$ cat config.mk
export PLATFORM = sky130hd
export DESIGN_NAME = iasp_pid
export DESIGN_NICKNAME = d
export VERILOG_FILES = /design/src/iasp_pkg.sv /design/src/iasp_pid.sv
export SDC_FILE = /design/constraint.sdc
export NUM_CORES = 2
export LEC_CHECK = 0
export CELL_PAD_IN_SITES_DETAIL_PLACEMENT = 0
export CELL_PAD_IN_SITES_GLOBAL_PLACEMENT = 2
export CORE_ASPECT_RATIO = 1.25
export CORE_MARGIN = 3
export CORE_UTILIZATION = 40
export CTS_BUF_LIST = sky130_fd_sc_hd__clkbuf_16
export DETAILED_ROUTE_END_ITERATION = 10
export DONT_BUFFER_PORTS = 1
export PLACE_DENSITY_LB_ADDON = 0.1
export SYNTH_ARGS = -nofsm -noshare
export SYNTH_HDL_FRONTEND = slang
export SYNTH_SLANG_ARGS = --single-unit
$ cat constraint.sdc
create_clock -name clk -period 8.9 [get_ports clk]
set_clock_uncertainty 0.1 [all_clocks]
set_input_delay 2.225 -clock clk [delete_from_list [all_inputs] [get_ports clk]]
set_output_delay 2.225 -clock clk [all_outputs]
set_load 0.03 [all_outputs]
$ cat src/iasp_pkg.sv
// Shared types, constants and arithmetic helpers for the idle-air PID stepper.
// Used by the PID pipeline, the valve stage and the top level; no dependencies.

package iasp_pkg;

    // Configuration register indexes, in port order
    localparam logic [2:0] CFG_VALVE_TYPE    = 3'd0;
    localparam logic [2:0] CFG_OVERRIDE_RPM  = 3'd1;
    localparam logic [2:0] CFG_PROFILE_RPM   = 3'd2;
    localparam logic [2:0] CFG_GAIN_P        = 3'd3;
    localparam logic [2:0] CFG_GAIN_I        = 3'd4;
    localparam logic [2:0] CFG_GAIN_D        = 3'd5;
    localparam logic [2:0] CFG_MAX_STEPS     = 3'd6;

    // Register values after reset
    localparam logic [1:0]  RST_VALVE_TYPE   = 2'd1;
    localparam logic [13:0] RST_OVERRIDE_RPM = 14'd1200;
    localparam logic [13:0] RST_PROFILE_RPM  = 14'd850;
    localparam logic [7:0]  RST_MAX_STEPS    = 8'd200;

    // Valve type that disables closed-loop updates
    localparam logic [1:0]  VALVE_NONE       = 2'd0;

    // Gains used when the register holds zero (hundredths)
    localparam logic [9:0]  DEF_KP           = 10'd50;
    localparam logic [9:0]  DEF_KI           = 10'd10;
    localparam logic [9:0]  DEF_KD           = 10'd5;

    // Integral clamp
    localparam logic signed [20:0] INT_HI    = 21'sd5000;
    localparam logic signed [20:0] INT_LO    = -21'sd5000;

    // ceil(2^32 / 100): exact floor division by 100 for operands below 2^30
    localparam logic [25:0] RECIP_100        = 26'd42949673;

    // Step saturation: no move ever exceeds the 8-bit position range
    localparam logic [18:0] STEP_SAT         = 19'd255;

    // What an item does as it travels down the pipeline
    typedef enum logic [1:0] {
        KIND_UPD = 2'd0,
        KIND_PRE = 2'd1,
        KIND_NOP = 2'd2
    } kind_t;

    typedef struct packed {
        logic [1:0]  valve_type;
        logic [13:0] override_target_rpm;
        logic [13:0] profile_target_rpm;
        logic [9:0]  gain_p;
        logic [9:0]  gain_i;
        logic [9:0]  gain_d;
        logic [7:0]  max_valve_steps;
    } cfg_t;

    // Per-item tag carried alongside the arithmetic
    typedef struct packed {
        kind_t              kind;
        logic [7:0]         tbl;
        logic signed [14:0] err;
    } tag_t;

    // PID result handed to the valve stage
    typedef struct packed {
        kind_t              kind;
        logic [7:0]         tbl;
        logic signed [14:0] err;
        logic signed [13:0] int_val;
        logic               step_neg;
        logic [7:0]         step_mag;
    } pid_res_t;

    // Floor of n / 100 by reciprocal multiply
    function automatic logic [18:0] udiv100(input logic [24:0] n);
        logic [50:0] prod;
        prod = 51'(n) * 51'(RECIP_100);
        return prod[50:32];
    endfunction

    // Signed division by 100, truncating toward zero
    function automatic logic signed [20:0] sdiv100(input logic signed [26:0] v);
        logic [26:0] mag;
        logic [20:0] q;
        mag = v[26] ? 27'(-v) : 27'(v);
        q   = 21'(udiv100(mag[24:0]));
        return v[26] ? -$signed(q) : $signed(q);
    endfunction

    // Preposition step count from coolant in tenths; thresholds on the
    // whole-degree value truncated toward zero
    function automatic logic [7:0] prepos_steps(input logic signed [11:0] c);
        logic [7:0] s;
        if (c < -12'sd209)
            s = 8'd80;
        else if (c < -12'sd9)
            s = 8'd70;
        else if (c < 12'sd200)
            s = 8'd60;
        else if (c < 12'sd400)
            s = 8'd45;
        else if (c < 12'sd600)
            s = 8'd30;
        else if (c < 12'sd800)
            s = 8'd18;
        else
            s = 8'd10;
        return s;
    endfunction

endpackage

$ cat src/iasp_pid.sv
// PID pipeline of the idle-air stepper: error, gain products, scaling,
// clamped integral and step count. Depends on iasp_pkg.

module iasp_pid (
    input  logic                      clk,
    input  logic                      rst_n,
    input  iasp_pkg::cfg_t            cfg,
    input  logic                      in_valid,
    output logic                      in_ready,
    input  logic                      in_func,
    input  logic [13:0]               in_rpm,
    input  logic signed [11:0]        in_coolant,
    output logic                      res_valid,
    input  logic                      res_free,
    output iasp_pkg::pid_res_t        res
);

    localparam int NSTG = 7;

    // Pipeline occupancy and flow
    logic [NSTG-1:0] vld_reg;
    logic [NSTG:0]   free;
    logic [NSTG-1:0] src;
    logic [NSTG-1:0] load;

    // Stage 1: input register
    logic               s1_func_reg;
    logic [13:0]        s1_rpm_reg;
    logic signed [11:0] s1_cool_reg;

    // Stage 2: error and table value
    iasp_pkg::tag_t     s2_reg;
    // Stage 3: gain products
    iasp_pkg::tag_t     s3_reg;
    logic signed [26:0] s3_pp_reg, s3_pi_reg, s3_pd_reg;
    // Stage 4: scaled terms
    iasp_pkg::tag_t     s4_reg;
    logic signed [20:0] s4_qp_reg, s4_qi_reg, s4_qd_reg;
    // Stage 5: integral and partial sum
    iasp_pkg::tag_t     s5_reg;
    logic signed [13:0] s5_int_reg;
    logic signed [21:0] s5_psum_reg;
    // Stage 6: controller output as sign and magnitude
    iasp_pkg::tag_t     s6_reg;
    logic signed [13:0] s6_int_reg;
    logic               s6_neg_reg;
    logic [20:0]        s6_mag_reg;
    // Stage 7: step count
    iasp_pkg::tag_t     s7_reg;
    logic signed [13:0] s7_int_reg;
    logic               s7_neg_reg;
    logic [7:0]         s7_mag_reg;

    // Controller state
    logic signed [14:0] last_err_reg;
    logic signed [13:0] int_reg;

    // Combinational terms
    logic [13:0]        target;
    iasp_pkg::kind_t    kind_c;
    logic signed [14:0] err_raw;
    iasp_pkg::tag_t     s2_next;
    logic [9:0]         kp, ki, kd;
    logic signed [15:0] diff;
    logic signed [26:0] pp_c, pi_c, pd_c;
    logic signed [20:0] int_sum;
    logic signed [20:0] int_clamp;
    logic signed [13:0] int_next;
    logic signed [13:0] int_val_c;
    logic signed [21:0] psum_c;
    logic signed [21:0] outv;
    logic [21:0]        out_abs;
    logic [18:0]        step_q;

    // Ready chain: a stage is free when empty or when it drains this cycle
    always_comb
    begin
        free[NSTG] = res_free;
        for (int k = NSTG - 1; k >= 0; k--)
        begin
            free[k] = !vld_reg[k] || free[k+1];
        end
    end

    assign src      = {vld_reg[NSTG-2:0], in_valid};
    assign load     = src & free[NSTG-1:0];
    assign in_ready = free[0];

    always_ff @(posedge clk or negedge rst_n)
    begin
        if (!rst_n)
            vld_reg <= '0;
        else
            vld_reg <= (free[NSTG-1:0] & src) | (~free[NSTG-1:0] & vld_reg);
    end

    // Capture the input transfer
    always_ff @(posedge clk)
    begin
        if (load[0])
        begin
            s1_func_reg <= in_func;
            s1_rpm_reg  <= in_rpm;
            s1_cool_reg <= in_coolant;
        end
    end

    // Classify the item and form the speed error
    assign target  = (cfg.override_target_rpm != 14'd0) ? cfg.override_target_rpm
                                                        : cfg.profile_target_rpm;
    assign err_raw = $signed({1'b0, target}) - $signed({1'b0, s1_rpm_reg});

    always_comb
    begin
        if (s1_func_reg)
            kind_c = iasp_pkg::KIND_PRE;
        else if (cfg.valve_type == iasp_pkg::VALVE_NONE)
            kind_c = iasp_pkg::KIND_NOP;
        else
            kind_c = iasp_pkg::KIND_UPD;
        s2_next.kind = kind_c;
        s2_next.tbl  = iasp_pkg::prepos_steps(s1_cool_reg);
        s2_next.err  = (kind_c == iasp_pkg::KIND_UPD) ? err_raw : 15'sd0;
    end

    always_ff @(posedge clk)
    begin
        if (load[1])
            s2_reg <= s2_next;
    end

    // Gain products; the derivative uses the previous update's error
    assign kp   = (cfg.gain_p != 10'd0) ? cfg.gain_p : iasp_pkg::DEF_KP;
    assign ki   = (cfg.gain_i != 10'd0) ? cfg.gain_i : iasp_pkg::DEF_KI;
    assign kd   = (cfg.gain_d != 10'd0) ? cfg.gain_d : iasp_pkg::DEF_KD;
    assign diff = $signed({s2_reg.err[14], s2_reg.err})
                - $signed({last_err_reg[14], last_err_reg});
    assign pp_c = $signed({{12{s2_reg.err[14]}}, s2_reg.err}) * $signed({17'd0, kp});
    assign pi_c = $signed({{12{s2_reg.err[14]}}, s2_reg.err}) * $signed({17'd0, ki});
    assign pd_c = $signed({{11{diff[15]}}, diff}) * $signed({17'd0, kd});

    always_ff @(posedge clk)
    begin
        if (load[2])
        begin
            s3_reg    <= s2_reg;
            s3_pp_reg <= pp_c;
            s3_pi_reg <= pi_c;
            s3_pd_reg <= pd_c;
        end
    end

    // Hold the error of the update that has just left the error stage
    always_ff @(posedge clk or negedge rst_n)
    begin
        if (!rst_n)
            last_err_reg <= '0;
        else if (load[2] && s2_reg.kind == iasp_pkg::KIND_UPD)
            last_err_reg <= s2_reg.err;
    end

    // Scale each product by one hundredth
    always_ff @(posedge clk)
    begin
        if (load[3])
        begin
            s4_reg    <= s3_reg;
            s4_qp_reg <= iasp_pkg::sdiv100(s3_pp_reg);
            s4_qi_reg <= iasp_pkg::sdiv100(s3_pi_reg);
            s4_qd_reg <= iasp_pkg::sdiv100(s3_pd_reg);
        end
    end

    // Accumulate and clamp the integral
    assign int_sum   = $signed({{7{int_reg[13]}}, int_reg}) + s4_qi_reg;
    assign int_clamp = (int_sum > iasp_pkg::INT_HI) ? iasp_pkg::INT_HI :
                       (int_sum < iasp_pkg::INT_LO) ? iasp_pkg::INT_LO : int_sum;
    assign int_next  = int_clamp[13:0];
    assign int_val_c = (s4_reg.kind == iasp_pkg::KIND_UPD) ? int_next : int_reg;
    assign psum_c    = $signed({s4_qp_reg[20], s4_qp_reg})
                     + $signed({s4_qd_reg[20], s4_qd_reg});

    always_ff @(posedge clk or negedge rst_n)
    begin
        if (!rst_n)
            int_reg <= '0;
        else if (load[4] && s4_reg.kind == iasp_pkg::KIND_UPD)
            int_reg <= int_next;
    end

    always_ff @(posedge clk)
    begin
        if (load[4])
        begin
            s5_reg      <= s4_reg;
            s5_int_reg  <= int_val_c;
            s5_psum_reg <= psum_c;
        end
    end

    // Sum the three terms and split into sign and magnitude
    assign outv    = s5_psum_reg + $signed({{8{s5_int_reg[13]}}, s5_int_reg});
    assign out_abs = outv[21] ? 22'(-outv) : 22'(outv);

    always_ff @(posedge clk)
    begin
        if (load[5])
        begin
            s6_reg     <= s5_reg;
            s6_int_reg <= s5_int_reg;
            s6_neg_reg <= outv[21];
            s6_mag_reg <= out_abs[20:0];
        end
    end

    // Step count, saturated to the position range
    assign step_q = iasp_pkg::udiv100({4'd0, s6_mag_reg});

    always_ff @(posedge clk)
    begin
        if (load[6])
        begin
            s7_reg     <= s6_reg;
            s7_int_reg <= s6_int_reg;
            s7_neg_reg <= s6_neg_reg;
            s7_mag_reg <= (step_q > iasp_pkg::STEP_SAT) ? 8'hFF : step_q[7:0];
        end
    end

    assign res_valid    = vld_reg[NSTG-1];
    assign res.kind     = s7_reg.kind;
    assign res.tbl      = s7_reg.tbl;
    assign res.err      = s7_reg.err;
    assign res.int_val  = s7_int_reg;
    assign res.step_neg = s7_neg_reg;
    assign res.step_mag = s7_mag_reg;

endmodule

Word-level counts from Yosys, hierarchy flattened
Index checks and enable logic that the tools add are counted.
{ "totals": {"ff_bits": 450, "wordCells": 124} }
{ "classes": {"addsub": 12, "n_mul": 7, "n_lt_le_gt_ge": 9, "mux": 21, "bitwise_logic": 4, "n_reduce_logical": 27} }
{ "ops": {"columns": ["op", "count"], "rows": [
  ["multiplier 25 x 26 -> 51 bit (second input constant)", 3],
  ["two-way mux 25 bit", 3],
  ["negation 25 bit", 3],
  ["negation 19 -> 21 bit", 3],
  ["two-way mux 19 bit", 3],
  ["two-way mux 14 bit", 4],
  ["multiplier 15 x 11 -> 26 bit", 2],
  ["multiplier 21 x 26 -> 47 bit (second input constant)", 1],
  ["two-way mux 10 bit", 3],
  ["nonzero test 10 bit", 3],
  ["multiplier 16 x 11 -> 27 bit", 1],
  ["less-than comparator 12 x 11 -> 1 bit (second input constant)", 2],
  ["less-than comparator 12 x 9 -> 1 bit (second input constant)", 2],
  ["adder 21 x 21 -> 22 bit", 1],
  ["adder 22 x 14 -> 22 bit", 1],
  ["adder 14 x 21 -> 21 bit", 1],
  ["greater-than comparator 21 x 14 -> 1 bit (second input constant)", 1],
  ["less-than comparator 21 x 14 -> 1 bit (second input constant)", 1],
  ["two-way mux 21 bit", 1],
  ["negation 21 bit", 1],
  ["subtractor 15 x 15 -> 16 bit", 1],
  ["greater-than comparator 15 x 8 -> 1 bit (second input constant)", 1],
  ["two-way mux 5 bit", 3],
  ["subtractor 14 x 14 -> 15 bit", 1],
  ["other kinds (15)", 34]
]} }

Logic depth before layout (Yosys ltp)
{ "depth": {"ltp_word": 11, "ltp_mapped": 37, "ltp_nobuf": 36} }

Worst setup path after synthesis
Ideal clock, no wire load.
{ "synth_timing": {"path_kind": "register to register", "from": "reg s3_pi_reg[0]", "to": "reg s4_qi_reg[16], data pin", "setup_time_ns": 0.264, "arrival_ns": 9.224, "t_required_ns": 8.536, "path_slack_ns": -0.688, "path_stages_with_launch": 36, "period_less_slack_ns": 9.588, "path_cell_list": "edfxtp_1 > inv_1 > ha_1 > nand2_1 > or3_1 > or3_1 > nor3_1 > nand2_1 > o21ai_0 > xor2_1 > inv_1 > ha_1 > inv_1 > ha_1 > inv_1 > fa_1 > inv_1 > fa_1 > fa_1 > fa_1 > fa_1 > ha_1 > ha_1 > clkbuf_1 > a21o_1 > o21ba_2 > o21ai_0 > a31oi_1 > mux2i_1 > and4_1 > a41o_1 > or2_2 > o41ai_2 > o21ai_1 > a31oi_1 > xor2_1"} }
{ "synth_between": {"elab_chain_len": 5} }
{ "synth_lines": {"columns": ["item", "line", "rtl"], "rows": [
  ["from (decl)", "iasp_pid.sv:35", "logic signed [26:0] s3_pp_reg, s3_pi_reg, s3_pd_reg;"],
  ["from (signal assigned)", "iasp_pid.sv:148", "s3_pi_reg <= pi_c;"],
  ["negation 25 bit", "iasp_pkg.sv:84", "mag = v[26] ? 27'(-v) : 27'(v);"],
  ["two-way mux 25 bit (*)", "iasp_pkg.sv:84", null],
  ["multiplier 25 x 26 -> 51 bit (*)", "iasp_pkg.sv:76", "prod = 51'(n) * 51'(RECIP_100);"],
  ["negation 19 -> 21 bit", "iasp_pkg.sv:86", "return v[26] ? -$signed(q) : $signed(q);"],
  ["two-way mux 19 bit (*)", "iasp_pkg.sv:86", null],
  ["to (signal assigned)", "iasp_pid.sv:169", "s4_qi_reg <= iasp_pkg::sdiv100(s3_pi_reg);"],
  ["to (decl)", "iasp_pid.sv:38", "logic signed [20:0] s4_qp_reg, s4_qi_reg, s4_qd_reg;"]
]} }
Mark *: on every way between the ends. The rest lies on a longest branch, timed or not.
A chain may end at the register's enable or synchronous reset.

Final worst setup path
{ "layout_timing": {"from": "reg s3_pp_reg[2]", "to": "reg s4_qp_reg[11], data pin"} }
{ "layout_between": {"elab_chain_len": 5} }
{ "layout_lines": {"columns": ["item", "line", "rtl"], "rows": [
  ["from (decl)", "iasp_pid.sv:35", null],
  ["from (signal assigned)", "iasp_pid.sv:147", "s3_pp_reg <= pp_c;"],
  ["negation 25 bit", "iasp_pkg.sv:84", null],
  ["two-way mux 25 bit (*)", "iasp_pkg.sv:84", null],
  ["multiplier 25 x 26 -> 51 bit (*)", "iasp_pkg.sv:76", null],
  ["negation 19 -> 21 bit", "iasp_pkg.sv:86", null],
  ["two-way mux 19 bit (*)", "iasp_pkg.sv:86", null],
  ["to (signal assigned)", "iasp_pid.sv:168", "s4_qp_reg <= iasp_pkg::sdiv100(s3_pp_reg);"],
  ["to (decl)", "iasp_pid.sv:38", null]
]} }
Marked as above.

==> run_results.csv <==
group,metric,value,unit
synth,yosys-top-cells-area,"fa_1 (32%), ha_1 (21%), edfxtp_1 (16%), inv_1 (9.2%), xnor2_1 (2.8%)",
worst_setup_path,path_depth,35,
synth,ys_seq_elements,443,
synth,avgSynthCellArea,10.10,µm²
clock_network,cts_num_sinks,443,
grt,overflow,0,
worst_setup_path,critPathMaxFanout,5,
synth,netlist_instances,7689,
worst_setup_path,worst_ep_required_time,9.26,ns
worst_setup_path,setup.worst_path.end,"s4_qp_reg[11]$_DFFE_PP_",
final_layout,area_growth,17.96,%
final_layout,fillerInstances,18520,
final_layout,fin_nets,11010,
clock_network,clk_latency,0.68,ns
synth,ys_seq_area_share,16.90,%
sta,worst_slew_pin_slew,1.185,ns
synth,syn_nets,10290,
final_layout,final_layout_size_suffix_gt1_share,16.54,%
synth,synthArstFlopShare,8.126,%
status,status,"complete, but fails checks",
clock_network,cts.clk_slew.worst_paths,0.08,ns
min_path,hp-start,"s3_reg[13]$_DFFE_PP_",
worst_setup_path,crit_start,"s3_pp_reg[2]$_DFFE_PP_",
grt,grt_pass1_vias,58140,
worst_setup_path,critical_path_buf_inv_count,8,
drt,wl_per_cell,18.96,µm
status,violations,"negative setup slack",
worst_setup_path,reg2reg_to,"s4_qp_reg[11]$_DFFE_PP_",
clock_network,cts_buffer_depth,3,
clock_network,htreeDepth,2,
placed_design,dp_slack,-0.5535,ns
sta,finalHoldViolCount,0,
grt,antenna_found_initial,14,
sta,finalCritPeriodShare,101.0,%
worst_setup_path,reg2regPathDepth,35,
drt,vias_per_cell,4.891,
synth,synthFlopType,"edfxtp_1",
final_layout,seqCellArea,13120,µm²
synth,yosys.area.top_type,"fa_1",
drt,drtAntennaViolNets,0,
drt,vias,53850,
floorplan,die_y,498.7,µm
grt,grt_use_total,21.09,%
drt,drtIter0Drc,1932,
worst_setup_path,rr_startpoint,"s3_pp_reg[2]$_DFFE_PP_",
synth,ys_warn_count,0,
sta,setup_viol,8,
synth,syn_area,77670,µm²
floorplan,ios,149,
grt,grt_pass1_wl,326.5,mm
min_path,whs_path_depth,0,
clock_network,root_buffer,"clkbuf_16",
worst_setup_path,cp_top_family,"adder cells",
worst_setup_path,path_class,"flip-flop to flip-flop",
floorplan,die-width,400.1,µm
sta,fin_crit,8.987,ns
worst_setup_path,ff2ff_setup_slack,-0.09,ns
placed_design,dp_hpwl,179.5,mm
grt,top_usage_layer,"met2",
placed_design,portBuffers,0,
final_layout,multiInputGateArea,60090,µm²
grt,gr-usage-met1,27.73,%
synth,synth.most_common_cell,"inv_1",
synth,synth_top_area_share,31.63,%
worst_setup_path,cp.arrival,9.35,ns
worst_setup_path,worst_path_max_delay_cell,"fa_2",
worst_setup_path,cpPeakStageDelay,0.58,ns
synth,yosys-top-cells-count,"inv_1 (1912), ha_1 (1275), fa_1 (1227), nand2_1 (478), edfxtp_1 (407)",
drt,wirelength,208.7,mm
min_path,hp-class,"flip-flop to flip-flop",
worst_setup_path,cp_common_cell,"fa_1",
grt,met3_usage,2.291,%
flow_run,cap_violations,0,
grt,grt_max_degree,61,
sta,slew_headroom,21.02,%
synth,synth_edf_count,407,
grt,groute.layer.met2.usage,36.89,%
placed_design,gp_congestion,0.9056,
sta,setup_ws,-0.08709,ns
drt,drt_pass1_iterations,5,
clock_network,cts_tree,"yes",
worst_setup_path,start_kind,"flip-flop",
sta,final_max_slew_viol_count,0,
floorplan,die-area,199500,µm²
worst_setup_path,end_kind,"flip-flop",
drt,drcViolationCount,0,
floorplan,core,192800,µm²
floorplan,start_util,40.29,%
sta,clock.fmax,0.1113,GHz
floorplan,rows,180,
sta,rsz0062_at_grt,"yes",
clock_network,cts_buffers,54,
synth,synth_cell_types,91,
-- metal layers --
metal	up-vias	wire, µm
li1	26050	-
met1	26940	92040
met2	634	105000
met3	224	5962
met4	0	5684
met5	-	0
-- how the worst min path moves through the flow --
stage / slack (ns) / to
after floorplan: 0.30 / res[23]$_DFFE_PP_
after global placement: 0.30 / s6_reg[15]$_DFFE_PP_
after detailed placement: 0.30 / res[41]$_DFFE_PP_
after CTS: 0.31 / s4_reg[13]$_DFFE_PP_
after global routing: 0.33 / s4_reg[9]$_DFFE_PP_
final: 0.31 / s4_reg[13]$_DFFE_PP_
-- cell type report --
class                           count  area share, %
Multi-Input combinational cell   5214          65.58
Sequential cell                   443          14.32
Inverter                         1914          7.856
Timing Repair Buffer              781          6.558
Tap cell                         2548          3.480
Clock buffer                       54          1.475
Clock inverter                     48         0.7087
Antenna cell                        7        0.01912
-- metrics by stage --
stage	cells	setup TNS (ns)	util (%)	cell area [µm²]	hold WS [ns]
global placement	10810	-9.624	44.68	86140	0.3031
floorplan	7689	-0.01491	-	78170	0.3003
finish	11010	-0.2522	47.53	91620	0.3114
global route	11010	-8.251	47.52	91610	0.3264
CTS	10950	-1.119	46.38	89410	0.3099
detailed placement	10810	-11.64	44.68	86140	0.3045
-- cells in the final DEF (no fill, tap or decap), types with 54 or more instances in the layout --
cell / n
a21oi_1: 174
nor2_1: 212
xnor2_1: 213
o21ai_0: 177
edfxtp_1: 407
clkbuf_16: 54
a21o_1: 117
buf_4: 748
nand3_1: 71
fa_1: 1195
ha_4: 65
xor2_1: 90
ha_1: 1201
and2_1: 247
nor3_1: 69
nand2_1: 457
inv_1: 1862
-- timing repair --
action / in CTS / in global routing
setup endpoints to repair: 41 / 55
setup buffers: 37 / 60
pin swaps: 128 / 208
gates resized for setup: 196 / 333
hold buffers: 0 / 0
-- logic make-up (layout without fill, tap and decap cells) --
logic type	count (synthesis)	after routing	synth area share [%]
other	1	8	0.004828
AO/OA/AOI/OAI	883	883	7.491
flip-flops	443	443	16.90
XOR/XNOR	356	356	4.024
AND/OR/NAND/NOR	1458	1458	9.398
adder cells (fa/ha/maj)	2502	2502	52.16
multiplexers	14	14	0.1901
buffers and inverters	2032	2797	9.833
Power is not shown: default switching activity piles up to over one toggle a cycle in this logic, so the estimate is an artifact.
