File: src/iasp_pkg.sv
// Shared types, constants and arithmetic helpers for the idle-air PID stepper.
// Used by the PID pipeline, the valve stage and the top level; no dependencies.

package iasp_pkg;

    // Configuration register indexes, in port order
    localparam logic [2:0] CFG_VALVE_TYPE    = 3'd0;
    localparam logic [2:0] CFG_OVERRIDE_RPM  = 3'd1;
    localparam logic [2:0] CFG_PROFILE_RPM   = 3'd2;
    localparam logic [2:0] CFG_GAIN_P        = 3'd3;
    localparam logic [2:0] CFG_GAIN_I        = 3'd4;
    localparam logic [2:0] CFG_GAIN_D        = 3'd5;
    localparam logic [2:0] CFG_MAX_STEPS     = 3'd6;

    // Register values after reset
    localparam logic [1:0]  RST_VALVE_TYPE   = 2'd1;
    localparam logic [13:0] RST_OVERRIDE_RPM = 14'd1200;
    localparam logic [13:0] RST_PROFILE_RPM  = 14'd850;
    localparam logic [7:0]  RST_MAX_STEPS    = 8'd200;

    // Valve type that disables closed-loop updates
    localparam logic [1:0]  VALVE_NONE       = 2'd0;

    // Gains used when the register holds zero (hundredths)
    localparam logic [9:0]  DEF_KP           = 10'd50;
    localparam logic [9:0]  DEF_KI           = 10'd10;
    localparam logic [9:0]  DEF_KD           = 10'd5;

    // Integral clamp
    localparam logic signed [20:0] INT_HI    = 21'sd5000;
    localparam logic signed [20:0] INT_LO    = -21'sd5000;

    // ceil(2^32 / 100): exact floor division by 100 for operands below 2^30
    localparam logic [25:0] RECIP_100        = 26'd42949673;

    // Step saturation: no move ever exceeds the 8-bit position range
    localparam logic [18:0] STEP_SAT         = 19'd255;

    // What an item does as it travels down the pipeline
    typedef enum logic [1:0] {
        KIND_UPD = 2'd0,
        KIND_PRE = 2'd1,
        KIND_NOP = 2'd2
    } kind_t;

    typedef struct packed {
        logic [1:0]  valve_type;
        logic [13:0] override_target_rpm;
        logic [13:0] profile_target_rpm;
        logic [9:0]  gain_p;
        logic [9:0]  gain_i;
        logic [9:0]  gain_d;
        logic [7:0]  max_valve_steps;
    } cfg_t;

    // Per-item tag carried alongside the arithmetic
    typedef struct packed {
        kind_t              kind;
        logic [7:0]         tbl;
        logic signed [14:0] err;
    } tag_t;

    // PID result handed to the valve stage
    typedef struct packed {
        kind_t              kind;
        logic [7:0]         tbl;
        logic signed [14:0] err;
        logic signed [13:0] int_val;
        logic               step_neg;
        logic [7:0]         step_mag;
    } pid_res_t;

    // Floor of n / 100 by reciprocal multiply
    function automatic logic [18:0] udiv100(input logic [24:0] n);
        logic [50:0] prod;
        prod = 51'(n) * 51'(RECIP_100);
        return prod[50:32];
    endfunction

    // Signed division by 100, truncating toward zero
    function automatic logic signed [20:0] sdiv100(input logic signed [26:0] v);
        logic [26:0] mag;
        logic [20:0] q;
        mag = v[26] ? 27'(-v) : 27'(v);
        q   = 21'(udiv100(mag[24:0]));
        return v[26] ? -$signed(q) : $signed(q);
    endfunction

    // Preposition step count from coolant in tenths; thresholds on the
    // whole-degree value truncated toward zero
    function automatic logic [7:0] prepos_steps(input logic signed [11:0] c);
        logic [7:0] s;
        if (c < -12'sd209)
            s = 8'd80;
        else if (c < -12'sd9)
            s = 8'd70;
        else if (c < 12'sd200)
            s = 8'd60;
        else if (c < 12'sd400)
            s = 8'd45;
        else if (c < 12'sd600)
            s = 8'd30;
        else if (c < 12'sd800)
            s = 8'd18;
        else
            s = 8'd10;
        return s;
    endfunction

endpackage

File: src/iasp_valve.sv
// Valve stage of the idle-air stepper: position tracking, move limiting and
// the result register. Depends on iasp_pkg.

module iasp_valve (
    input  logic                 clk,
    input  logic                 rst_n,
    input  logic [7:0]           max_valve_steps,
    input  logic                 in_valid,
    output logic                 in_free,
    input  iasp_pkg::pid_res_t   res,
    output logic                 out_valid,
    input  logic                 out_ready,
    output logic                 home_first,
    output logic                 step_dir,
    output logic [7:0]           step_count,
    output logic [7:0]           valve_position,
    output logic signed [14:0]   rpm_error,
    output logic signed [13:0]   integral_value
);

    logic               out_valid_reg;
    logic [7:0]         pos_reg;
    logic               home_reg;
    logic               dir_reg;
    logic [7:0]         cnt_reg;
    logic [7:0]         opos_reg;
    logic signed [14:0] err_reg;
    logic signed [13:0] int_reg;

    logic               load;
    logic [7:0]         room;
    logic               home_c;
    logic               dir_c;
    logic [7:0]         cnt_c;
    logic [7:0]         pos_next;

    assign in_free = !out_valid_reg || out_ready;
    assign load    = in_valid && in_free;
    assign room    = max_valve_steps - pos_reg;

    // Limit update moves so the valve stays between closed and the maximum; a preposition goes to its table value
    always_comb
    begin
        home_c   = 1'b0;
        dir_c    = 1'b0;
        cnt_c    = 8'd0;
        pos_next = pos_reg;
        case (res.kind)
            iasp_pkg::KIND_PRE:
            begin
                home_c   = 1'b1;
                cnt_c    = res.tbl;
                pos_next = res.tbl;
            end
            iasp_pkg::KIND_UPD:
            begin
                if (!res.step_neg && res.step_mag != 8'd0 && pos_reg < max_valve_steps)
                begin
                    cnt_c    = (res.step_mag < room) ? res.step_mag : room;
                    pos_next = pos_reg + cnt_c;
                end
                else if (res.step_neg && res.step_mag != 8'd0 && pos_reg != 8'd0)
                begin
                    dir_c    = 1'b1;
                    cnt_c    = (res.step_mag < pos_reg) ? res.step_mag : pos_reg;
                    pos_next = pos_reg - cnt_c;
                end
            end
            default:
            begin
                pos_next = pos_reg;
            end
        endcase
    end

    // Advance position on each transfer into the result register; output valid follows the input whenever it is free
    always_ff @(posedge clk or negedge rst_n)
    begin
        if (!rst_n)
        begin
            out_valid_reg <= 1'b0;
            pos_reg       <= '0;
        end
        else
        begin
            if (load)
                pos_reg <= pos_next;
            if (in_free)
                out_valid_reg <= in_valid;
        end
    end

    // Result payload
    always_ff @(posedge clk)
    begin
        if (load)
        begin
            home_reg <= home_c;
            dir_reg  <= dir_c;
            cnt_reg  <= cnt_c;
            opos_reg <= pos_next;
            err_reg  <= res.err;
            int_reg  <= res.int_val;
        end
    end

    assign out_valid      = out_valid_reg;
    assign home_first     = home_reg;
    assign step_dir       = dir_reg;
    assign step_count     = cnt_reg;
    assign valve_position = opos_reg;
    assign rpm_error      = err_reg;
    assign integral_value = int_reg;

endmodule

File: config.mk
export PLATFORM = sky130hd
export DESIGN_NAME = iasp_valve
export DESIGN_NICKNAME = d
export VERILOG_FILES = /design/src/iasp_pkg.sv /design/src/iasp_valve.sv
export SDC_FILE = /design/constraint.sdc
export NUM_CORES = 1
export LEC_CHECK = 0
export BUFFER_PORTS_ARGS = -buffer_cell sky130_fd_sc_hd__buf_2
export CAP_MARGIN = 20
export CORE_ASPECT_RATIO = 2
export CORE_UTILIZATION = 35
export CTS_CLUSTER_SIZE = 20
export DETAILED_ROUTE_END_ITERATION = 8
export GPL_ROUTABILITY_DRIVEN = 0
export PLACE_DENSITY = 0.59
export REMOVE_ABC_BUFFERS = 1
export SYNTH_ARGS = -nofsm -noshare
export SYNTH_HDL_FRONTEND = slang
export SYNTH_SLANG_ARGS = --single-unit
export TNS_END_PERCENT = 30
File: constraint.sdc
create_clock -name clk -period 10.09 [get_ports clk]
set_input_delay 0.5045 -clock clk [delete_from_list [all_inputs] [get_ports clk]]
set_output_delay 0.5045 -clock clk [all_outputs]
set_load 0.05 [all_outputs]
Word-level counts from Yosys, hierarchy flattened
Cells that the tools add are included.
{"block": "totals", "reg_bits": 56, "latchBits": 0, "mem_bits_rw": 0, "mem_bits_ro": 0, "input_bits": 60, "out_inout_bits": 49, "elab_cells": 38, "n_memories": 0}
{"block": "op_classes", "add_sub_neg": 3, "n_mul": 0, "div_mod_pow": 0, "order_cmp": 3, "eq_ne": 1, "shift": 0, "muxes": 10, "bitwise_logic": 1, "n_reduce_logical": 12}
{"operator": "2-to-1 mux 8 bit", "count": 6}
{"operator": "one-hot mux 8 bit (2 select lines)", "count": 2}
{"operator": "less-than comparator 8 bit", "count": 3}
{"operator": "nonzero test 8 bit", "count": 2}
{"operator": "subtractor 8 bit", "count": 2}
{"operator": "adder 8 bit", "count": 1}
{"operator": "logical AND 1 bit", "count": 5}
{"operator": "equality test 2 x 1 -> 1 bit, second input constant", "count": 1}
{"operator": "logical NOT 1 bit", "count": 2}
{"operator": "logical NOT 2 bit", "count": 1}
{"operator": "2-to-1 mux 1 bit", "count": 2}
{"operator": "OR reduction 2 bit", "count": 1}
{"operator": "logical OR 1 bit", "count": 1}
{"operator": "NOT 1 bit", "count": 1}

Logic depth before layout (Yosys ltp)
Gate-level depths: netlist (run 1).
{"block": "logic_depth", "depth_word": 6, "ltp_mapped": 27, "ltp_nobuf": 26}

Worst setup path after synthesis (run 1)
Ideal clock, no wire load.
{"block": "synth_timing", "path_type": "input -> register", "start": "in max_valve_steps[0]", "end": "reg opos_reg[7] (netlist: valve_position[7]), data pin", "setup_time_ps": 269, "arrival_ps": 4903, "required_ps": 9821, "setup_slack_ps": 4918, "cell_stages": 27, "n_path_buf": 1, "path_cell_list": "inv_1 > ha_1 > inv_1 > fa_1 > a211o_1 > o211ai_1 > nand2b_1 > a21oi_1 > xnor2_1 > inv_1 > ha_1 > a21oi_1 > nor2b_1 > a211oi_1 > buf_2 > nor2_1 > a21oi_1 > inv_1 > ha_1 > a21o_1 > nand4_1 > nand3_1 > o41ai_1 > nor3b_1 > mux2i_1 > a2111oi_0 > nor3_1"}
{"block": "synth_via", "elab_chain_len": 6, "word_cells_on_any_way": 8, "classes_between": "add/sub: 2; order compare: 2; mux: 3; reduce/logical: 1"}
{"item": "from (decl)", "line_no": "iasp_valve.sv:7", "source": "input logic [7:0] max_valve_steps,"}
{"item": "subtractor 8 bit", "line_no": "iasp_valve.sv:39", "source": "assign room = max_valve_steps - pos_reg;"}
{"item": "less-than comparator 8 bit", "line_no": "iasp_valve.sv:59", "source": "cnt_c = (res.step_mag < room) ? res.step_mag : room;"}
{"item": "2-to-1 mux 8 bit", "line_no": "iasp_valve.sv:59"}
{"item": "adder 8 bit", "line_no": "iasp_valve.sv:60", "source": "pos_next = pos_reg + cnt_c;"}
{"item": "2-to-1 mux 8 bit *", "line_no": "iasp_valve.sv:57", "source": "if (!res.step_neg && res.step_mag != 8'd0 && pos_reg < max_valve_steps)"}
{"item": "one-hot mux 8 bit (2 select lines) *", "line_no": "iasp_valve.sv:48", "source": "case (res.kind)"}
{"item": "named net pos_next[7]", "line_no": "iasp_valve.sv:35", "source": "logic [7:0] pos_next;"}
{"item": "to (signal assigned)", "line_no": "iasp_valve.sv:101", "source": "opos_reg <= pos_next;"}
{"item": "to (decl)", "line_no": "iasp_valve.sv:26", "source": "logic [7:0] opos_reg;"}
Mark *: on every way through the listed nets, which the timed path passes. The rest lies on a longest branch.
A chain may end at the register's enable or synchronous reset.

Worst setup path in the final report (run 1)
{"block": "layout_timing", "start": "reg pos_reg[0]", "end": "reg opos_reg[7] (netlist: valve_position[7]), data pin"}
{"block": "layout_via", "elab_chain_len": 6, "word_cells_on_any_way": 14, "classes_between": "add/sub: 3; order compare: 3; mux: 5; reduce/logical: 3"}
{"item": "from (decl)", "line_no": "iasp_valve.sv:22", "source": "logic [7:0] pos_reg;"}
{"item": "from (signal assigned)", "line_no": "iasp_valve.sv:87", "source": "pos_reg <= pos_next;"}
{"item": "subtractor 8 bit / less-than comparator 8 bit (equally long branches)", "line_no": "iasp_valve.sv:39, iasp_valve.sv:65"}
{"item": "less-than comparator 8 bit / 2-to-1 mux 8 bit (equally long branches)", "line_no": "iasp_valve.sv:59, iasp_valve.sv:65"}
{"item": "2-to-1 mux 8 bit / subtractor 8 bit (equally long branches)", "line_no": "iasp_valve.sv:59, iasp_valve.sv:66"}
{"item": "adder 8 bit / 2-to-1 mux 8 bit (equally long branches)", "line_no": "iasp_valve.sv:60, iasp_valve.sv:62"}
{"item": "2-to-1 mux 8 bit *", "line_no": "iasp_valve.sv:57"}
{"item": "one-hot mux 8 bit (2 select lines) *", "line_no": "iasp_valve.sv:48"}
{"item": "named net pos_next[7]", "line_no": "iasp_valve.sv:35"}
Marked as above.

==> results of run 1 <==
## per-stage QoR
stage | instance area [sq um] | hold WS [ns] | std cells | worst slack (ns) | utilization, %
after floorplan | 3737 | 0.2089 | 362 | 4.566 | -
after global placement | 4457 | 0.4011 | 608 | 4.276 | 42.54
after detailed placement | 4457 | 0.3983 | 608 | 4.068 | 42.54
after CTS | 4646 | 0.07888 | 616 | 4.178 | 44.34
after global routing | 4646 | 0.08889 | 616 | 3.649 | 44.34
final | 4646 | 0.07366 | 616 | 4.172 | 44.34
## routing by layer
| layer | global-route usage [%] | vias up |
|---|---|---|
| met5 | 0 | - |
| met4 | 10.74 | 0 |
| met3 | 1.554 | 23 |
| met2 | 33.93 | 103 |
| met1 | 18.48 | 1526 |
| li1 | - | 1595 |
## path summary, 6_finish.rpt
kind / end / slack [ns] / cells past startpoint
worst max-delay path: valve_position[7]$_DFFE_PP_ / 4.17 / 26
max in group asynchronous: pos_reg[3]$_DFFE_PN0P_ / 9.80 / 1
worst max register to register: valve_position[7]$_DFFE_PP_ / 4.17 / 26
min in group clk: integral_value[9]$_DFFE_PP_ / 0.38 / 1
worst min register to register: out_valid$_DFFE_PN0N_ / 0.54 / 2
worst min-delay path: pos_reg[1]$_DFFE_PN0P_ / 0.07 / 1
## cell usage after synthesis, types with 2 or more instances
| cell type | count |
|---|---|
| nor2_1 | 27 |
| nand3_1 | 7 |
| a221oi_1 | 3 |
| nor3b_1 | 2 |
| o21ai_0 | 15 |
| o211ai_1 | 4 |
| o31a_1 | 2 |
| nor2b_1 | 8 |
| inv_1 | 26 |
| ha_1 | 36 |
| o21a_1 | 6 |
| a211o_1 | 4 |
| o21ai_1 | 11 |
| nand2_1 | 34 |
| fa_1 | 3 |
| nand2b_1 | 9 |
| xnor2_1 | 7 |
| o311a_1 | 2 |
| xor2_1 | 3 |
| or3_1 | 3 |
| o31ai_1 | 5 |
| a211oi_1 | 7 |
| a21o_1 | 4 |
| dfrtp_1 | 9 |
| a2bb2oi_1 | 2 |
| nor3_1 | 15 |
| and4_1 | 2 |
| nand4_1 | 3 |
| mux2_2 | 5 |
| clkbuf_1 | 7 |
| and3_1 | 2 |
| a21oi_1 | 16 |
| buf_2 | 2 |
| mux2i_1 | 10 |
| edfxtp_1 | 47 |
| nor4_1 | 7 |
## kinds of logic after synthesis
logic type	count (synthesis)	synth area share, %
fa+ha+maj	39	13.53
compound gates	95	17.67
mux	15	4.145
flops	56	43.37
xor+xnor	10	2.321
buf+inv	36	3.647
simple gates	120	15.32
## final cells by class
cell class | instances | area, sq um | share of cell area (%)
tap | 137 | 171.4 | 3.690
timing repair buffer | 109 | 548.0 | 11.80
multi-input combinational | 279 | 1999 | 43.04
sequential | 56 | 1637 | 35.23
clock buffer | 6 | 128.9 | 2.774
inverter | 27 | 101.3 | 2.182
clock inverter | 2 | 60.06 | 1.293
## power by group through the flow
stage	registers (mW)	logic (mW)	clock network, mW
global placement	0.322	0.840	0
global route	0.323	0.973	0.234
finish	0.318	0.865	0.219
detailed placement	0.322	0.861	0
CTS	0.318	0.865	0.225
floorplan	0.371	0.614	0
## worst max-delay path, cell delays in order, from the launching register on
cell and delay, ns:
dfrtp_1 0.50, ha_1 0.22, inv_1 0.05, fa_1 0.44, a211o_1 0.28, o211ai_1 0.11
nand2b_1 0.08, a21oi_1 0.18, xnor2_1 0.17, inv_1 0.07, ha_1 0.29, a21oi_1 0.13
nor2b_1 0.06, a211oi_1 0.53, buf_4 0.27, nor2_1 0.05, a21oi_1 0.21, inv_1 0.09
ha_1 0.27, a21o_1 0.21, nand4_1 0.10, nand3_1 0.11, o41ai_1 0.35, nor3b_1 0.23
mux2i_1 0.14, a2111oi_0 0.39, nor3_1 0.10
==> metrics.txt, run 1 <==
WS Path Type=flop to flop; FFs w/ async S/R, synth=16.07%; Total Wirelength=9.923 mm; Post-synth EDFFs=47; TNS Setup=0 ns; CTS Buf Count=5; Yosys reg bits=56; Final Hold Viols=0; number of global-route vias before repair=3188; met3 wire len=396 um; Tcrit/Tclk final=58.65%; Syn Inst Count=371; H-tree depth=2; largest net degree at the start of global routing=49; Leakage Power=2.065 nW; initial antenna violation count=0; dpl hpwl=8.017 mm; via count=3247; Worst slew margin=35.36%; Sequential Power Share=22.7%; Post-CTS Resized=0; Arrival @ worst endpoint=5.95 ns; crit path from=pos_reg[0]$_DFFE_PN0P_; combinational power share=61.7%; root buf cell=clkbuf_16; WL met1=3.619 mm; syn avg cell area=10.17 sq um; Clk network pwr share=15.6%; most frequent cells in the layout=buf_2, edfxtp_1, ha_1; Syn. warnings=0; CTS tree=built; r2r startpoint=pos_reg[0]$_DFFE_PN0P_; Die ar.=0.01123 sq mm; Net Sw Power=0.6186 mW; netlist area before placement=0.003774 sq mm; number of flip-flops in the largest register=15; ANT nets after route=0; Bufs on Longest Clock Path=2; share of post-route cells with drive strength above 1=27.14%; max_cap viols=0; fmax=169.0 MHz; drt drc=0; Pins Over Slew Limit=0; fill count=1079; worst hold path type=primary input to asynchronous set/reset pin; WL met2=5.455 mm; Worst VDD drop=0.1265 mV; Final Setup Violations=0; Yosys cell types=52; total power=1.402 mW; core area=0.01048 sq mm; average vias per placed instance=5.271; gr ovfl total=0; Synth area leaders=edfxtp_1, ha_1, dfrtp_1; Setup crit end kind=flop; hold_buf cts=0; nets=577; clk sink count=56; Synth top area share=37.40%; Internal=0.7833 mW; total track usage=18.14%; min Tclk post-route=5.918 ns; Switching Share=44.13%; Top FF cell, synth=edfxtp_1; Critical Path RT=10.12 ns; # rows=53; Worst-Skew Late Latency=0.29 ns; first drt pass iteration count=4; outcome=completed; most common cell after layout, fill and taps aside=buf_2; I/O pins=109; unrepaired setup endpoints after global routing=no; Max Clock Skew=0.005373 ns; first-pass GRT wire length=15.30 mm; CP startpoint kind=flop; Post CTS Setup Buffer Count=0; pwr/cell area=301.8 mW/mm^2; WL per Instance=16.11 um; top cell type by total area after synthesis=edfxtp_1; slew at the pin with the worst max-slew slack=0.9682 ns; Initial Util=36.02%; Die Wd=75.42 um; I/O Buffers=108; max layer used=met4; die height=148.8 um; post-synthesis sequential area ratio=43.37%; Worst-path clk slew=0.07 ns; area grow syn2layout=23.11%; number of DRC markers in iteration 0=140; # diodes=0; Max Fanout on Critical Path=8
No activity file was read; power rests on OpenSTA's default activity.
==> inputs of run 2 (changes only) <==
==> constraint.sdc (replaced) <==
create_clock -name clk -period 5.6 [get_ports clk]
set_input_delay 0.28 -clock clk [delete_from_list [all_inputs] [get_ports clk]]
set_output_delay 0.28 -clock clk [all_outputs]
set_load 0.05 [all_outputs]
==> run 2 against run 1 <==
  * Maximum frequency up 14%
  * Via count up 0.34%
  * Final area up 1.8%
  * Clock power up 79%
  * Power up 86%
  * Core utilization up 0.79 points
  * Clock-buffer cell count down 1
  * Clock skew up 0.0019 ns
  * Largest cell class unchanged
==> metrics.txt, run 2 (synthesis results as in run 1) <==
Die ar.=0.01123 sq mm; post-route insts no fill=621; # diodes=0; most common cell after layout, fill and taps aside=buf_2; Setup crit end kind=flop; I/O pins=109; H-tree depth=2; Tcrit/Tclk final=93.01%; CTS tree=built; Worst slew margin=34.93%; r2r startpoint=pos_reg[0]$_DFFE_PN0P_; Post CTS Setup Buffer Count=0; Worst VDD drop=0.2203 mV; worst hold path type=primary input to flop; most frequent cells in the layout=buf_2, edfxtp_1, ha_1; CP startpoint kind=flop; min Tclk post-route=5.209 ns; via count=3258; placed cell count=613; Final Setup Violations=0; Final Hold Viols=0; initial antenna violation count=0; Bufs on Longest Clock Path=2; Design Area, Final=0.004728 sq mm; Worst-Skew Late Latency=0.29 ns; average vias per placed instance=5.246; die height=148.8 um; Leakage Power=2.100 nW; Max Clock Skew=0.007275 ns; ANT nets after route=0; worst hold path cell count=1; Total Wirelength=9.987 mm; multi-input combinational cell area=0.002038 sq mm; CTS Buf Count=5; Max Fanout on Critical Path=6; Register-to-Register Path Depth=26; core area=0.01048 sq mm; number of DRC markers in iteration 0=114; max_cap viols=0; outcome=completed; number of flip-flops in the largest register=15; first drt pass iteration count=4; crit path from=pos_reg[0]$_DFFE_PN0P_; WL per Instance=16.08 um; dpl hpwl=8.134 mm; root buf cell=clkbuf_16; share of post-route cells with drive strength above 1=29.55%; Worst-path clk slew=0.07 ns; first-pass GRT wire length=15.70 mm; fill count=1062; drt drc=0; Pins Over Slew Limit=0; Die Wd=75.42 um; fmax=192.0 MHz; Critical Path RT=5.64 ns; I/O Buffers=108; total track usage=18.58%; Initial Util=36.02%; gr ovfl total=0; WS Path Type=flop to flop; largest net degree at the start of global routing=49; # rows=53; TNS Setup=0 ns; slew at the pin with the worst max-slew slack=0.9746 ns; area grow syn2layout=25.30%; nets=583; number of global-route vias before repair=3230; pwr/cell area=552.1 mW/mm^2; Placed Area=0.004494 sq mm; hold_sp=res[13]; sequential cell area=0.001637 sq mm; Arrival @ worst endpoint=5.25 ns; unrepaired setup endpoints after global routing=no; clk sink count=56
[run 2: final cells by class]
cell class	count	area share [%]
clock inverters	2	1.270
multi-input cells	279	43.11
flip-flops and latches	56	34.61
inverters	27	2.143
clock buffers	5	2.646
well taps	137	3.625
repair buffers	115	12.60
[run 2: path summary, 6_finish.rpt]
path	to	slack, ns
worst max-delay path	valve_position[7]$_DFFE_PP_	0.39
worst min-delay path	integral_value[4]$_DFFE_PP_	0.16
worst max register to register	valve_position[7]$_DFFE_PP_	0.39
worst min register to register	out_valid$_DFFE_PN0N_	0.54
max in group asynchronous	pos_reg[4]$_DFFE_PN0P_	4.95
min in group asynchronous	pos_reg[0]$_DFFE_PN0P_	0.41
[run 2: worst max-delay path: stages, from the launching register on]
cell and delay [ns]:
dfrtp_1 0.36, ha_1 0.18, inv_1 0.06, fa_1 0.43, a211o_1 0.28, o211ai_1 0.12
nand2b_1 0.08, a21oi_1 0.17, xnor2_1 0.16, inv_1 0.06, ha_1 0.29, a21oi_1 0.13
nor2b_1 0.07, a211oi_2 0.23, buf_4 0.19, nor2_1 0.04, a21oi_1 0.23, inv_1 0.10
ha_1 0.27, a21o_1 0.20, nand4_1 0.09, nand3_1 0.14, o41ai_2 0.26, nor3b_2 0.24
mux2i_1 0.16, a2111oi_2 0.33, nor3_1 0.09
[run 2: layer usage]
metal	track usage [%]	vias up	part of all wire, %
met3	1.149	20	3.4
met5	0	-	0
li1	-	1617	-
met1	18.78	1515	37
met4	10.46	0	3.7
met2	35.45	106	56
[run 2: timing repair]
item | 4_1_cts | 5_1_grt
endpoints found under the hold margin | 9 | 0
setup endpoints to repair | 0 | 4
hold buffers | 1 | 0
resized for setup | 0 | 10
[run 2: through the flow]
stage | setup slack, ns | hold WS [ns] | utilization (%) | total power, mW
4_1_cts | 0.1426 | 0.1527 | 44.76 | 2.566
5_1_grt | 0.02044 | 0.1478 | 45.13 | 2.829
2_1_floorplan | 0.1572 | -0.01559 | - | 1.774
3_3_place_gp | 0.2717 | 0.1809 | 42.89 | 2.135
3_5_place_dp | 0.08195 | 0.1887 | 42.89 | 2.162
6_report | 0.3912 | 0.1584 | 45.13 | 2.610
[run 2: where the power goes]
part           leakage [nW]  total, mW  internal [mW]  switching (mW)
Clock                0.0899      0.391          0.254           0.137
Sequential            0.559      0.557          0.517          0.0401
Combinational          1.45       1.66          0.692           0.970
Total                  2.10       2.61           1.46            1.15
==> inputs of run 3 (changes only) <==
--- a/config.mk
+++ b/config.mk
@@ -7,7 +7,7 @@
 export LEC_CHECK = 0
 export BUFFER_PORTS_ARGS = -buffer_cell sky130_fd_sc_hd__buf_2
 export CAP_MARGIN = 20
-export CORE_ASPECT_RATIO = 2
+export CORE_ASPECT_RATIO = 0.7
 export CORE_UTILIZATION = 35
 export CTS_CLUSTER_SIZE = 20
 export DETAILED_ROUTE_END_ITERATION = 8
==> run 3 against run 2 <==
  * Combinational power grew 5%
  * Critical endpoint is now valve_position[6]$_DFFE_PP_
  * Worst setup slack lost 0.054 ns
  * Hold slack gained 0.0050 ns
  * Clock-buffer cell count grew 1
  * Via count shrank 1.3%
==> metrics.txt, run 3 (synthesis results as in run 1) <==
outcome=completed; max_cap viols=0; first drt pass iteration count=4; Die ar.=0.01121 sq mm; Clk network pwr share=13.5%; combinational power share=65.2%; I/O pins=109; unrepaired setup endpoints after global routing=no; Initial Util=36.30%; WHS=0.1635 ns; largest net degree at the start of global routing=49; gr busiest metal=met2; number of DRC markers in iteration 0=180; Max Clock Skew=0.004851 ns; Bufs on Longest Clock Path=2; Final Hold Viols=0; H-tree depth=2; Worst-Skew Late Latency=0.29 ns; CP startpoint kind=flop; Critical Path RT=5.64 ns; hold_sp=res[34]; I/O Buffers=108; Hold Path Sink=rpm_error[11]$_DFFE_PP_; Worst-path clk slew=0.07 ns; clk sink count=56; root buf cell=clkbuf_16; gr ovfl total=0; area grow syn2layout=26.09%; fmax=190.0 MHz; slew at the pin with the worst max-slew slack=1.005 ns; worst hold path cell count=1; share of post-route cells with drive strength above 1=31.15%; initial antenna violation count=0; dpl hpwl=7.427 mm; Die Wd=126.1 um; die height=88.88 um; R2R Setup Slk=0.34 ns; r2r startpoint=pos_reg[0]$_DFFE_PN0P_; ANT nets after route=0; # rows=31; Arrival @ worst endpoint=5.31 ns; number of global-route vias before repair=3165; CTS Buf Count=5; Net Sw Power=1.169 mW; WS Path Type=flop to flop; nets=586; max incr delay on CP=0.42 ns; M1 GR Usage=24.60%; TNS Setup=0 ns; # diodes=0; Worst slew margin=32.87%; most common cell after layout, fill and taps aside=buf_2; CTS tree=built; CP max-delay cell=fa_1; first-pass GRT wire length=15.48 mm; Worst VDD drop=0.2170 mV; met2 Resource Use GR=27.98%; min Tclk post-route=5.263 ns; Internal=1.496 mW; Sequential Power Share=21.3%; via count=3215; Total Wirelength=9.407 mm; Setup crit end kind=flop; WL per Instance=15.17 um; number of flip-flops in the largest register=15; reg2reg end=valve_position[6]$_DFFE_PP_; Switching Share=43.86%; drt drc=0; pwr/cell area=560.0 mW/mm^2; Leakage Power=2.109 nW; Register-to-Register Path Depth=25; most frequent cells in the layout=buf_2, edfxtp_1, ha_1; Final Setup Violations=0; met3 global-route usage=3.930%; average vias per placed instance=5.185; worst hold path type=primary input to flop; total track usage=17.39%; Pins Over Slew Limit=0; Max Fanout on Critical Path=8; Tcrit/Tclk final=93.99%; core area=0.01040 sq mm
run 3: cell count changes in the layout (fill, tap and decap cells not counted), sizes merged:
cell | previous run | this run
buf | 114 | 117
bufinv | 2 | 1
clkinv | 0 | 1
clkbuf | 5 | 6
run 3: per-layer routing:
metal  share of wire, %  routed length (um)
met5                  0                   0
met4               0.28                  26
met3                5.8                 541
met2                 44                4109
met1                 50                4729
run 3: power groups by stage:
stage          Clock [mW]  Combinational (mW)  Sequential, mW
6_report            0.359                1.74           0.568
3_5_place_dp            0                1.54           0.577
5_1_grt             0.386                1.95           0.576
3_3_place_gp            0                1.52           0.576
2_1_floorplan           0                1.11           0.668
4_1_cts             0.370                1.55           0.569
run 3: stage by stage:
| stage | worst slack [ns] | cell area [sq um] | power, mW | std cells | util, % |
|---|---|---|---|---|---|
| after CTS | 0.05646 | 4648 | 2.495 | 614 | 44.72 |
| after global routing | 0.0002425 | 4758 | 2.910 | 620 | 45.78 |
| after global placement | 0.2707 | 4466 | 2.094 | 605 | 42.96 |
| final | 0.3368 | 4758 | 2.665 | 620 | 45.78 |
| after detailed placement | 0.1119 | 4466 | 2.121 | 605 | 42.96 |
| after floorplan | 0.1572 | 3737 | 1.774 | 362 | - |
run 3: worst max path at each step:
| stage | cells past startpoint | endpoint | slack, ns | start |
|---|---|---|---|---|
| 3_5_place_dp | 26 | valve_position[7]$_DFFE_PP_ | 0.11 | pos_reg[0]$_DFFE_PN0P_ |
| 3_3_place_gp | 26 | valve_position[6]$_DFFE_PP_ | 0.27 | pos_reg[0]$_DFFE_PN0P_ |
| 6_report | 25 | valve_position[6]$_DFFE_PP_ | 0.34 | pos_reg[0]$_DFFE_PN0P_ |
| 2_1_floorplan | 25 | valve_position[7]$_DFFE_PP_ | 0.16 | pos_reg[0]$_DFFE_PN0P_ |
| 4_1_cts | 26 | valve_position[7]$_DFFE_PP_ | 0.06 | pos_reg[0]$_DFFE_PN0P_ |
| 5_1_grt | 26 | valve_position[7]$_DFFE_PP_ | 0.0002 | pos_reg[0]$_DFFE_PN0P_ |
run 3: timing repair:
action,CTS,global route
buffers inserted,0,6
hold buffers,1,0
hold endpoints to repair,9,0
endpoints found under the setup margin,0,5
gates resized for setup,0,17
run 3: layout make-up:
| type | instances | area (sq um) |
|---|---|---|
| tap | 132 | 165.2 |
| fill | 1017 | 5637 |
| multi-input combinational | 279 | 2061 |
| inverter | 27 | 101.3 |
| timing repair buffer | 118 | 618.1 |
| clock buffer | 6 | 138.9 |
| clock inverter | 2 | 33.78 |
| sequential | 56 | 1640 |
run 3: critical path: cells and delay by family (launching register included):
family	cells	cell delay, ns
AOI/OAI and AO/OA	10	1.65
adders and majority gates	4	1.20
and+or+nand+nor	4	0.66
muxes	2	0.52
buffers and inverters	4	0.45
DFF	1	0.38
xor gates and xnor gates	1	0.17
